==> src/hdl/dtcr_pkg.sv <==
// shared types, constants and register codes for depth to color registration
`timescale 1ns / 1ps
package dtcr_pkg;

  // field widths
  localparam int COL_W   = 9;
  localparam int ROW_W   = 9;
  localparam int Z_W     = 16;
  localparam int FIX_W   = 32;
  localparam int FOCAL_W = 31;
  localparam int SIZE_W  = 12;
  localparam int SCALE_W = 18;
  localparam int CFG_W   = 31;
  localparam int CFG_IDX_W = 3;

  // parameter defaults
  localparam int DEF_DEPTH_WIDTH  = 512;
  localparam int DEF_DEPTH_HEIGHT = 424;
  localparam int DEF_BASELINE     = 52;

  // divider shape: quotient bits and bits resolved per stage
  localparam int DIV_QW  = 32;
  localparam int DIV_BPS = 2;
  localparam int DIV_ST  = DIV_QW / DIV_BPS;

  // item kinds
  localparam logic KIND_LOAD = 1'b0;
  localparam logic KIND_MAP  = 1'b1;

  // register indexes
  localparam logic [CFG_IDX_W-1:0] REG_FOCAL_X  = 3'd0;
  localparam logic [CFG_IDX_W-1:0] REG_FOCAL_Y  = 3'd1;
  localparam logic [CFG_IDX_W-1:0] REG_CENTER_X = 3'd2;
  localparam logic [CFG_IDX_W-1:0] REG_CENTER_Y = 3'd3;
  localparam logic [CFG_IDX_W-1:0] REG_WIDTH    = 3'd4;
  localparam logic [CFG_IDX_W-1:0] REG_HEIGHT   = 3'd5;
  localparam logic [CFG_IDX_W-1:0] REG_SCALE    = 3'd6;

  // register reset values
  localparam logic [FOCAL_W-1:0] RST_FOCAL_X  = 31'd70844416;
  localparam logic [FOCAL_W-1:0] RST_FOCAL_Y  = 31'd70844416;
  localparam logic [FOCAL_W-1:0] RST_CENTER_X = 31'd62881792;
  localparam logic [FOCAL_W-1:0] RST_CENTER_Y = 31'd35356672;
  localparam logic [SIZE_W-1:0]  RST_WIDTH    = 12'd1280;
  localparam logic [SIZE_W-1:0]  RST_HEIGHT   = 12'd720;
  localparam logic [SCALE_W-1:0] RST_SCALE    = 18'd43691;

  // side data traveling alongside the dividers
  typedef struct packed {
    logic             vld;
    logic             ok;
    logic [FIX_W-1:0] lut_x;
    logic [FIX_W-1:0] lut_y;
    logic [Z_W-1:0]   z;
    logic             neg_x;
    logic             neg_y;
    logic             ovf_x;
    logic             ovf_y;
    logic             zero_x;
    logic             zero_y;
  } meta_t;

  // input of the color mapping pipeline
  typedef struct packed {
    logic             vld;
    logic             ok;
    logic [FIX_W-1:0] lut_x;
    logic [FIX_W-1:0] lut_y;
    logic [FIX_W-1:0] off;
    logic [FIX_W-1:0] wx;
    logic [FIX_W-1:0] wy;
    logic [Z_W-1:0]   z;
  } map_in_t;

  // finished result
  typedef struct packed {
    logic              vld;
    logic              valid_res;
    logic [SIZE_W-1:0] col;
    logic [SIZE_W-1:0] row;
    logic [FIX_W-1:0]  wx;
    logic [FIX_W-1:0]  wy;
    logic [Z_W-1:0]    z;
  } result_t;

endpackage

==> src/hdl/dtcr_div.sv <==
// pipelined restoring divider, a few quotient bits per stage
`timescale 1ns / 1ps
module dtcr_div #(
  parameter int DW  = 31,
  parameter int QW  = dtcr_pkg::DIV_QW,
  parameter int BPS = dtcr_pkg::DIV_BPS
) (
  input  logic          clk,
  input  logic          en,
  input  logic [QW-1:0] num,
  input  logic [DW-1:0] rem_init,
  input  logic [DW-1:0] den,
  output logic [QW-1:0] quo
);
  localparam int STAGES = QW / BPS;

  logic [DW-1:0] rem_r [STAGES];
  logic [QW-1:0] shf_r [STAGES];
  logic [DW-1:0] den_r [STAGES];

  for (genvar g = 0; g < STAGES; g++) begin : g_stage
    logic [DW-1:0] rem_src;
    logic [QW-1:0] shf_src;
    logic [DW-1:0] den_src;
    logic [DW-1:0] rem_next;
    logic [QW-1:0] shf_next;

    if (g == 0) begin : g_first
      assign rem_src = rem_init;
      assign shf_src = num;
      assign den_src = den;
    end else begin : g_rest
      assign rem_src = rem_r[g-1];
      assign shf_src = shf_r[g-1];
      assign den_src = den_r[g-1];
    end

    always_comb begin : step
      logic [DW:0]   t;
      logic [DW-1:0] r;
      logic [QW-1:0] s;
      logic          qb;
      r = rem_src;
      s = shf_src;
      for (int k = 0; k < BPS; k++) begin
        t  = {r, s[QW-1]};
        qb = (t >= {1'b0, den_src});
        if (qb) begin
          t = t - {1'b0, den_src};
        end
        r = t[DW-1:0];
        s = {s[QW-2:0], qb};
      end
      rem_next = r;
      shf_next = s;
    end

    always_ff @(posedge clk) begin
      if (en) begin
        rem_r[g] <= rem_next;
        shf_r[g] <= shf_next;
        den_r[g] <= den_src;
      end
    end
  end

  assign quo = shf_r[STAGES-1];

endmodule

==> config.mk <==
export PLATFORM = sky130hd
export DESIGN_NAME = dtcr_div
export DESIGN_NICKNAME = d
export VERILOG_FILES = /design/src/hdl/dtcr_pkg.sv /design/src/hdl/dtcr_div.sv
export SDC_FILE = /design/constraint.sdc
export NUM_CORES = 2
export LEC_CHECK = 0
export ABC_AREA = 1
export BUFFER_PORTS_ARGS = -buffer_cell sky130_fd_sc_hd__buf_2
export CORE_AREA = 5 5 457 505
export DETAILED_ROUTE_END_ITERATION = 10
export DIE_AREA = 0 0 462 510
export GPL_TIMING_DRIVEN = 1
export PLACE_DENSITY = 0.68
export SLEW_MARGIN = 20
export SYNTH_ARGS = -nofsm -noshare
export SYNTH_HDL_FRONTEND = slang
export SYNTH_SLANG_ARGS = --single-unit
==> constraint.sdc <==
create_clock -name clk -period 10.7 [get_ports clk]
set_input_delay 2.14 -clock clk [delete_from_list [all_inputs] [get_ports clk]]
set_output_delay 2.14 -clock clk [all_outputs]
set_load 0.05 [all_outputs]
==> implementation parameters <==
Parameter                              Value

Worst hold path
  Hold crit path type ... reg2reg
  Min-Delay Startpoint ... shf_r[0][36]

Worst setup path
  Setup CP Type ... in2reg
  CP required ... 11300 ps
  Worst setup EP type ... flip-flop
  Worst r2r src ... den_r[0][217]
  Arrival time of the worst setup path ... 7620 ps
  Maximum fanout along the worst path ... 37
  Cell occurring most often along the worst timing path ... sky130_fd_sc_hd__nand2_1
  Worst Setup SP ... num[31]
  Setup crit start kind ... input pin
  Worst-path cell with the longest stage delay ... sky130_fd_sc_hd__inv_2
  Delay of the slowest critical-path stage ... 510 ps

Drt
  Remaining number of nets flagged by the antenna check after routing ... 0
  Vias/cell ... 5.66
  DR vias ... 102656
  Wire per inst ... 20.9 um
  First-pass iteration count of the detailed router ... 6
  Wire length reported by the detailed router ... 379000 um
  Drc violations ... 0
  Initial DRC Count ... 9935

Floorplanning
  Count of boundary I/O pins ... 128
  Number of cell rows ... 183
  Placeable Area ... 0.225 sq mm
  Die Footprint ... 0.236 sq mm
  Die Span X ... 462 um
  Height of the chip ... 510 um
  Initial Utilization ... 50.7%

Clock tree
  CTS tree ... done
  Total clock sinks ... 1442
  # Post-CTS Setup Buffers ... 0
  CTS clk-pin slew, worst paths ... 60 ps
  CTS HTree Levels ... 4
  Maximum clock path buffer count ... 3
  Root Driver ... sky130_fd_sc_hd__clkbuf_16
  Inserted Clock Buffers ... 160
  Number of cells upsized or downsized after cts ... 0
  Clock latency on the worst-skew pair ... 870 ps
  Hold buffer count at CTS ... 0

Place
  Detailed placer's ending HPWL ... 309000 um
  Final weighted congestion in routability-driven placement ... 0.985
  Number of buffers added on ports ... 127

Yosys
  Dominant register cell in the synthesized netlist ... sky130_fd_sc_hd__edfxtp_1
  Top post-synthesis cells by area ... sky130_fd_sc_hd__edfxtp_1 (38%), sky130_fd_sc_hd__nand2_1 (14%), sky130_fd_sc_hd__ha_1 (11%)
  Post-synthesis instance area ... 0.114 sq mm
  Mean Syn Cell Area ... 7.64 sq um
  Portion of the post-synthesis area used by sequential elements ... 38.0%
  Count of mapped cells out of synthesis ... 14930
  Yosys cell types ... 55
  Async set or reset register ratio after synthesis ... 0%
  Synth Register Bits ... 1442
  Count leader, synth ... sky130_fd_sc_hd__nand2_1
  Fraction of post-synthesis cell area in the top cell type by area ... 38.0%
  Cell type contributing the most total cell area after synthesis ... sky130_fd_sc_hd__edfxtp_1
  Post-synth net total ... 16049
  Number of synthesis warnings ... 0
  Number of enable flip-flop cells after synthesis ... 1442
  Most frequent cells after synthesis ... sky130_fd_sc_hd__nand2_1 (4223), sky130_fd_sc_hd__inv_1 (1835), sky130_fd_sc_hd__edfxtp_1 (1442)

STA
  Setup repair after global routing missed its margin ... no
  Measured slew at the worst slew-check pin ... 1120 ps
  Final setup TNS ... 0 ps
  Max Fclk ... 142 MHz
  Final worst hold slack ... 398 ps
  Count of final hold-check violations ... 0
  Slew margin rel. ... 25.5%
  Final Max Tran Viols ... 0
  Final worst-path cycle share ... 65.6%
  Shortest clock period the worst path allows after layout ... 7020 ps
  Final number of setup-violating endpoints ... 0
  Layout Skew ... 38.2 ps

Global route
  Number of global-route vias before repair ... 96013
  Antenna violations before repair ... 9
  Wire length of the first global-routing pass ... 568000 um
  Total congestion overflow after global routing ... 0
  Largest net degree at the start of global routing ... 194
  Overall fraction of global-route tracks in use ... 31.3%

Layout
  Area used by multi-input combinational logic ... 0.0627 sq mm
  Area growth syn-to-layout ... 7.90%
  Share of cells above drive strength 1 ... 3.87%
  Fill cell count ... 21774
  Final Net Count ... 16158
  Area taken by flip-flops and latches ... 0.0433 sq mm

Job
  Count of maximum capacitance violations ... 0

Run status
  Run status ... finished clean
routing by layer:
metal / vias to the layer above / wire (um) / track usage, %
li1: 50575 / - / -
met1: 47527 / 158000 / 40.9
met2: 3781 / 175000 / 51.8
met3: 771 / 26100 / 4.37
met4: 2 / 20000 / 14.3
met5: - / 13 / 0
path summary, 6_finish.rpt:
path                  endpoint  cells after the start  slack [ps]
setup reg to reg  rem_r[1][23]                     29        4020
setup / recovery  rem_r[0][14]                     29        3680
hold / removal    shf_r[0][70]                      0         400
hold reg to reg   shf_r[0][70]                      0         400
cells in the final DEF (no fill, tap or decap), types with 19 or more instances in the layout:
master / instances
sky130_fd_sc_hd__xnor2_1: 275
sky130_fd_sc_hd__ha_1: 992
sky130_fd_sc_hd__buf_4: 49
sky130_fd_sc_hd__nand4_1: 183
sky130_fd_sc_hd__edfxtp_1: 1442
sky130_fd_sc_hd__a21o_1: 148
sky130_fd_sc_hd__nand3b_1: 100
sky130_fd_sc_hd__o21a_1: 60
sky130_fd_sc_hd__fa_1: 31
sky130_fd_sc_hd__o211ai_1: 33
sky130_fd_sc_hd__nand2_1: 4223
sky130_fd_sc_hd__clkbuf_16: 160
sky130_fd_sc_hd__nor3_1: 179
sky130_fd_sc_hd__o21ai_0: 734
sky130_fd_sc_hd__a21boi_0: 41
sky130_fd_sc_hd__or2_2: 57
sky130_fd_sc_hd__xor2_1: 349
sky130_fd_sc_hd__a31oi_1: 45
sky130_fd_sc_hd__buf_2: 126
sky130_fd_sc_hd__clkinv_2: 30
sky130_fd_sc_hd__inv_1: 1833
sky130_fd_sc_hd__clkbuf_1: 20
sky130_fd_sc_hd__o21bai_1: 120
sky130_fd_sc_hd__nor4_1: 68
sky130_fd_sc_hd__a211oi_1: 19
sky130_fd_sc_hd__o21ai_1: 125
sky130_fd_sc_hd__nor2_1: 1266
sky130_fd_sc_hd__a21oi_1: 1097
sky130_fd_sc_hd__clkinv_1: 24
sky130_fd_sc_hd__nand3_1: 1141
per-stage QoR:
step / instance area (sq um) / util, % / setup slack [ps] / instances
6_report: 123000 / 54.7 / 3680 / 18134
5_1_grt: 123000 / 54.7 / 3420 / 18134
3_3_place_gp: 118000 / 52.4 / 3020 / 17837
4_1_cts: 123000 / 54.7 / 3880 / 18132
3_5_place_dp: 118000 / 52.4 / 2990 / 17837
2_1_floorplan: 114000 / - / 4990 / 14930
area by class of cell:
type / count / area share, %
clock buffers: 180 / 3.31
inverters: 1851 / 5.64
multi-input cells: 11401 / 50.9
clock inverters: 115 / 1.01
flip-flops and latches: 1442 / 35.2
well taps: 2960 / 3.01
repair buffers: 183 / 0.934
diodes: 2 / 0.00407
logic make-up (layout without fill, tap and decap cells):
group	count (synthesis)	count (layout)	share of synthesized area, %
buffers and inverters	2087	2329	7.15
DFF	1442	1442	38.0
other	0	2	0
AOI/OAI and AO/OA	2475	2475	12.0
xor gates and xnor gates	624	624	4.79
adders and majority gates	1023	1023	11.4
and+or+nand+nor	7279	7279	26.6
flip-flops by register name, indices dropped and copies added (netlist names):
| signal | flops |
|---|---|
| shf_r | 512 |
| den_r | 465 |
| rem_r | 465 |
critical path, delay by kind of cell:
kind                     cells  cell delay [ps]
adder cells (fa/ha/maj)      3              790
AO/OA/AOI/OAI                5             1570
buffers and inverters        5              990
AND/OR/NAND/NOR             16             2060
Power is left out: the tool's default activity adds up to more than one toggle a clock period on the data nets, which glitch-free logic cannot reach.
